## config.mk

```make
export PLATFORM = sky130hd
export DESIGN_NAME = rbst_merge
export DESIGN_NICKNAME = d
export VERILOG_FILES = /design/src/rtl/rbst_pkg.sv /design/src/rtl/rbst_merge.sv
export SDC_FILE = /design/constraint.sdc
export NUM_CORES = 2
export LEC_CHECK = 0
export BUFFER_PORTS_ARGS = -buffer_cell sky130_fd_sc_hd__buf_2
export CORE_MARGIN = 1.5
export CORE_UTILIZATION = 32
export DETAILED_ROUTE_END_ITERATION = 10
export GPL_ROUTABILITY_DRIVEN = 0
export SKIP_CTS_REPAIR_TIMING = 1
export SLEW_MARGIN = 5
export SYNTH_ARGS = -nofsm -noshare
export SYNTH_HDL_FRONTEND = slang
export SYNTH_SLANG_ARGS = --single-unit
export TNS_END_PERCENT = 50
```

## constraint.sdc

```tcl
create_clock -name clk -period 4.6 [get_ports clk]
set_clock_uncertainty 0.05 [all_clocks]
set_input_delay 0 -clock clk [delete_from_list [all_inputs] [get_ports clk]]
set_output_delay 0 -clock clk [all_outputs]
set_load 0.03 [all_outputs]
```

## src/rtl/rbst_pkg.sv

```systemverilog
// Shared types and constants for the ray versus box slab test.
package rbst_pkg;

    localparam int FRAC_BITS = 16;
    localparam int NUM_AXES  = 3;
    localparam int NUM_LANES = 2 * NUM_AXES;

    // Per-item side information that travels beside the divider lanes.
    typedef struct packed {
        logic [NUM_LANES-1:0] qneg;   // quotient of the lane is negative
        logic [NUM_AXES-1:0]  dneg;   // direction component is negative
        logic [NUM_AXES-1:0]  dzero;  // direction component is zero
        logic                 ok;     // every zero-direction axis holds the origin
    } side_t;

    // Pipeline advance control shared by all stages.
    typedef struct packed {
        logic en;
    } ctl_t;

endpackage

```

## src/rtl/rbst_merge.sv

```systemverilog
// Merging stages: saturate the lane quotients and fold entry and exit distances.
module rbst_merge #(
    parameter int NW = 48,
    parameter int DW = 48
) (
    input  logic                  clk,
    input  logic                  rst_n,
    input  rbst_pkg::ctl_t        ctl,
    input  logic                  vld,
    input  rbst_pkg::side_t       side,
    input  logic [NW-1:0]         quot [rbst_pkg::NUM_LANES],
    output logic                  res_vld,
    output logic                  res_ok,
    output logic signed [DW-1:0]  res_entry,
    output logic signed [DW-1:0]  res_exit
);
    import rbst_pkg::*;

    localparam int XW = ((NW > DW) ? NW : DW) + 1;
    localparam logic [XW-1:0] LIM_NEG = {{(XW-1){1'b0}}, 1'b1} << (DW - 1);
    localparam logic [XW-1:0] LIM_POS = LIM_NEG - {{(XW-1){1'b0}}, 1'b1};
    localparam logic signed [DW-1:0] T_HI = LIM_POS[DW-1:0];

    logic                 a_vld_reg, b_vld_reg, c_vld_reg;
    logic                 a_ok_reg, b_ok_reg, c_ok_reg;
    logic signed [DW-1:0] a_en_reg [NUM_AXES];
    logic signed [DW-1:0] a_ex_reg [NUM_AXES];
    logic signed [DW-1:0] a_en_next [NUM_AXES];
    logic signed [DW-1:0] a_ex_next [NUM_AXES];
    logic signed [DW-1:0] b_en_reg [2];
    logic signed [DW-1:0] b_ex_reg [2];
    logic signed [DW-1:0] b_en_next [2];
    logic signed [DW-1:0] b_ex_next [2];
    logic signed [DW-1:0] c_en_reg, c_ex_reg, c_en_next, c_ex_next;

    // Stage A: signed, saturated distances, swapped by direction sign; a zero-direction axis gets zero to T_HI.
    always_comb
    begin
        logic [XW-1:0]        qx;
        logic [XW-1:0]        mag;
        logic signed [DW-1:0] t [NUM_LANES];
        for (int l = 0; l < NUM_LANES; l++)
        begin
            qx = XW'(quot[l]);
            if (side.qneg[l])
                mag = (qx > LIM_NEG) ? LIM_NEG : qx;
            else
                mag = (qx > LIM_POS) ? LIM_POS : qx;
            t[l] = side.qneg[l] ? -mag[DW-1:0] : mag[DW-1:0];
        end
        for (int a = 0; a < NUM_AXES; a++)
        begin
            if (side.dzero[a])
            begin
                a_en_next[a] = '0;
                a_ex_next[a] = T_HI;
            end
            else if (side.dneg[a])
            begin
                a_en_next[a] = t[2*a+1];
                a_ex_next[a] = t[2*a];
            end
            else
            begin
                a_en_next[a] = t[2*a];
                a_ex_next[a] = t[2*a+1];
            end
        end
    end

    // Stage B and C: pairwise maximum of entries and minimum of exits; stage B also clamps the third entry at zero.
    always_comb
    begin
        b_en_next[0] = (a_en_reg[0] > a_en_reg[1]) ? a_en_reg[0] : a_en_reg[1];
        b_en_next[1] = (a_en_reg[2] > 0) ? a_en_reg[2] : '0;
        b_ex_next[0] = (a_ex_reg[0] < a_ex_reg[1]) ? a_ex_reg[0] : a_ex_reg[1];
        b_ex_next[1] = a_ex_reg[2];
        c_en_next    = (b_en_reg[0] > b_en_reg[1]) ? b_en_reg[0] : b_en_reg[1];
        c_ex_next    = (b_ex_reg[0] < b_ex_reg[1]) ? b_ex_reg[0] : b_ex_reg[1];
    end

    always_ff @(posedge clk or negedge rst_n)
    begin
        if (!rst_n)
        begin
            a_vld_reg <= 1'b0;
            b_vld_reg <= 1'b0;
            c_vld_reg <= 1'b0;
        end
        else if (ctl.en)
        begin
            a_vld_reg <= vld;
            b_vld_reg <= a_vld_reg;
            c_vld_reg <= b_vld_reg;
        end
    end

    always_ff @(posedge clk)
    begin
        if (ctl.en)
        begin
            a_ok_reg <= side.ok;
            b_ok_reg <= a_ok_reg;
            c_ok_reg <= b_ok_reg;
            for (int a = 0; a < NUM_AXES; a++)
            begin
                a_en_reg[a] <= a_en_next[a];
                a_ex_reg[a] <= a_ex_next[a];
            end
            for (int i = 0; i < 2; i++)
            begin
                b_en_reg[i] <= b_en_next[i];
                b_ex_reg[i] <= b_ex_next[i];
            end
            c_en_reg <= c_en_next;
            c_ex_reg <= c_ex_next;
        end
    end

    assign res_vld   = c_vld_reg;
    assign res_ok    = c_ok_reg;
    assign res_entry = c_en_reg;
    assign res_exit  = c_ex_reg;

endmodule
```

==> flow_summary.json <==
{
  "status": "finished with violations",
  "violations": "hold timing",
  "antenna_found_initial": 8,
  "cts_made_buffers": 66,
  "synth_compound_area_share_pct": 21.0,
  "grt_start_max_net_pins": 120,
  "ir_drop_mv": 0.301,
  "synth_edf_count": 579,
  "yosys_register_bits": 582,
  "start_util_pct": 32.3,
  "worst_r2r_startpoint": "a_ex_reg[0][57]",
  "arrival_ns": 4.79,
  "critPathCapture": "a_en_reg[0][132]",
  "cts_sinks": 582,
  "pwr-share-clk_pct": 29.9,
  "drtIter0Drc": 6041,
  "core_sq_um": 128000,
  "die_area_sq_um": 131000,
  "end_kind": "flop",
  "portBuffers": 402,
  "row_count": 131,
  "dp.cells": 6355,
  "path_common_cell": "dlygate4sd3_1",
  "grt_pass1_wl_microns": 245000,
  "fp.dieH_microns": 362,
  "synthArstFlopShare_pct": 0.515,
  "syn_to_final_growth_pct": 17.2,
  "yosys_warnings": 0,
  "synth_top_family_by_area": "compound AO/OA/AOI/OAI gates",
  "cts_tree": "yes",
  "fin_hold_ws_ns": -0.0637,
  "period_minus_slack_ns": 4.48,
  "cts_buffer_depth": 3,
  "dr.pass1.iters": 7,
  "ios": 403,
  "power_density_nw_per_um2": 355,
  "post_drt_wl_per_cell_microns": 26.1,
  "synth_simple_gate_area_share_pct": 20.3,
  "clock_latency_ns": 0.65,
  "power.leakage_uw": 0.0180,
  "final_hold_viol_count": 13,
  "yosys.area_share.xor_xnor_pct": 0.616,
  "muxShareOfSynthArea_pct": 5.06,
  "crit_path_top_delay_cell": "or4b_2",
  "max_slew.worst_pin.slew_ns": 1.22,
  "cp.required_ns": 4.91,
  "drc": 0,
  "num-fill-cells": 12700,
  "seqCellArea_sq_um": 17500,
  "path_max_fanout": 11,
  "chipWidth_microns": 362,
  "wirelength_microns": 171000,
  "pwr-share-comb_pct": 27.8,
  "fin_cells": 6567,
  "met1_usage_pct": 32.5,
  "startpoint_type": "input pin",
  "overflow": 0,
  "synthFlopType": "edfxtp_1",
  "seq_power_share_pct": 42.3,
  "slew_headroom_pct": 17.6,
  "grt_busiest_layer": "met2",
  "grt_usage_pct": 25.0,
  "layout.nets": 5357,
  "min_period_over_period_pct": 97.3,
  "p_switching_uw": 5850,
  "synth_nets": 4964,
  "cts_root_buf": "clkbuf_16",
  "hpwl_microns": 132000,
  "drive_gt1_share_pct": 16.9,
  "vias_per_cell": 6.14,
  "crit_start": "quot[92]",
  "ff2ff_path_depth": 11,
  "ys_seq_area_share_pct": 42.4,
  "fmax_mhz": 223,
  "cp_cell_sequence": "dlygate4sd3_1 > buf_2 > nor4_1 > and4b_1 > nand3_1 > o21a_1 > nand2_1 > o21ai_0 > ha_1 > nor3b_1 > nand4b_1 > or4b_2 > nor2_1 > a21oi_1 > o211ai_1 > o22ai_1 > dlygate4sd3_1",
  "multi_input_area_sq_um": 21900,
  "cpPeakStageDelay_ns": 0.84,
  "cts_htree_levels": 3,
  "final_core_util_pct": 37.8,
  "clk_pin_slew_ns": 0.06,
  "tns_ns": 0,
  "yosysUniqueCellTypes": 80,
  "sw_frac_of_total_pct": 34.1,
  "reg2reg_to": "b_ex_reg[0][44]",
  "vias": 40400,
  "total_power_uw": 17200,
  "critPathKind": "in -> reg",
  "internal_power_uw": 11300,
  "met3_usage_pct": 5.16,
  "hold_class": "in -> reg",
  "drv_cap": 0,
  "reg2reg_slack_ns": 0.52,
  "netlist_area_sq_um": 41200,
  "setup_viol": 0,
  "synthAdderAreaFrac_pct": 5.95,
  "syn_avg_cell_area_sq_um": 9.24,
  "drtAntennaViolNets": 0,
  "slew_viol_final": 0,
  "grt_pass1_vias": 36200,
  "synth_cells": 4463,
  "grt_util_met2_pct": 38.8
}
[kinds of logic (layout without fill, tap and decap cells)]
family / count (synthesis) / count (layout)
mux: 188 / 188
compound gates: 1335 / 1335
other cells: 1 / 6
xor+xnor: 29 / 29
fa+ha+maj: 196 / 196
buf+inv: 518 / 955
simple gates: 1614 / 1614
flops: 582 / 582
[worst max-delay path, delay by kind of cell]
family	cells	cell delay, ns
buffers and inverters	3	1.29
adders and majority gates	1	0.44
and+or+nand+nor	8	2.30
AOI/OAI and AO/OA	5	0.76
[metal layers]
layer  share of wire [%]  vias up  routed length, microns
met5              0.0053        -                       9
met1                  39    19200                   67100
met3                  10      557                   17400
met4                 6.6        2                   11400
li1                    -    18000                       -
met2                  44     2584                   75400
[synth_stat cells, drive strengths merged (14+ instances only)]
cell	count	share of area (%)
nand3	166	2.0
nor3b	16	0.29
o31ai	40	0.73
o211ai	57	1.0
o21ai	359	4.4
nor2b	71	1.1
and3	122	1.9
o311ai	19	0.40
a211o	22	0.47
or4	59	1.1
a22oi	112	2.1
a31oi	49	0.74
o22ai	102	1.5
nand4	74	1.1
a21oi	255	3.1
and2	62	0.94
mux2i	24	0.58
nand2b	28	0.42
ha	196	5.9
nand2	253	2.3
or3	62	0.94
o21a	24	0.44
nor4	101	1.5
a21o	44	0.80
clkbuf	270	2.5
edfxtp	579	42
o221ai	17	0.36
o22a	14	0.30
buf	19	0.19
a211oi	56	1.0
xnor2	17	0.36
mux2	164	4.5
nor3	147	1.8
nor2	377	3.4
or2	27	0.41
inv	225	2.0
[worst min-delay path by stage]
stage          startpoint         endpoint  depth (start not counted)
3_5_place_dp        rst_n          res_vld                          1
5_1_grt         quot[183]  a_ex_reg[0][87]                          3
4_1_cts             rst_n        a_vld_reg                          1
3_3_place_gp        rst_n          res_vld                          1
2_1_floorplan       rst_n        a_vld_reg                          0
6_report        quot[275]  a_ex_reg[0][35]                          3
[power by group through the flow]
stage | Sequential [uW] | Combinational (uW) | Clock (uW)
3_5_place_dp | 7350 | 4600 | 0
2_1_floorplan | 7340 | 2490 | 0
5_1_grt | 7310 | 5120 | 5390
6_report | 7260 | 4770 | 5130
3_3_place_gp | 7350 | 4560 | 0
4_1_cts | 7260 | 4630 | 5200
[cell usage in the layout, fill, tap and decap left out, types with 164 or more instances in the layout]
cell type and n:
nand2_1 253, nand3_1 166, edfxtp_1 579, nor2_1 371, buf_2 401, a21oi_1 254
mux2_2 164, o21ai_0 353, inv_1 225, ha_1 195
[final cells by class]
| class | count | area share [%] |
|---|---|---|
| antenna | 5 | 0.0259 |
| timing repair buffer | 614 | 8.18 |
| multi-input combinational | 3363 | 45.3 |
| clock inverter | 30 | 0.704 |
| tap | 1662 | 4.30 |
| sequential | 582 | 36.1 |
| clock buffer | 82 | 3.59 |
| inverter | 229 | 1.78 |
[per-stage QoR]
step,worst slack [ns],area (sq um),hold WS (ns)
3_3_place_gp,0.0846,45300,-0.255
4_1_cts,0.476,47400,-0.912
3_5_place_dp,0.0616,45300,-0.250
5_1_grt,-0.0185,48300,0.000961
2_1_floorplan,0.729,41200,-0.346
6_report,0.122,48300,-0.0637
Note: power is estimated with default switching activity, not from simulation.
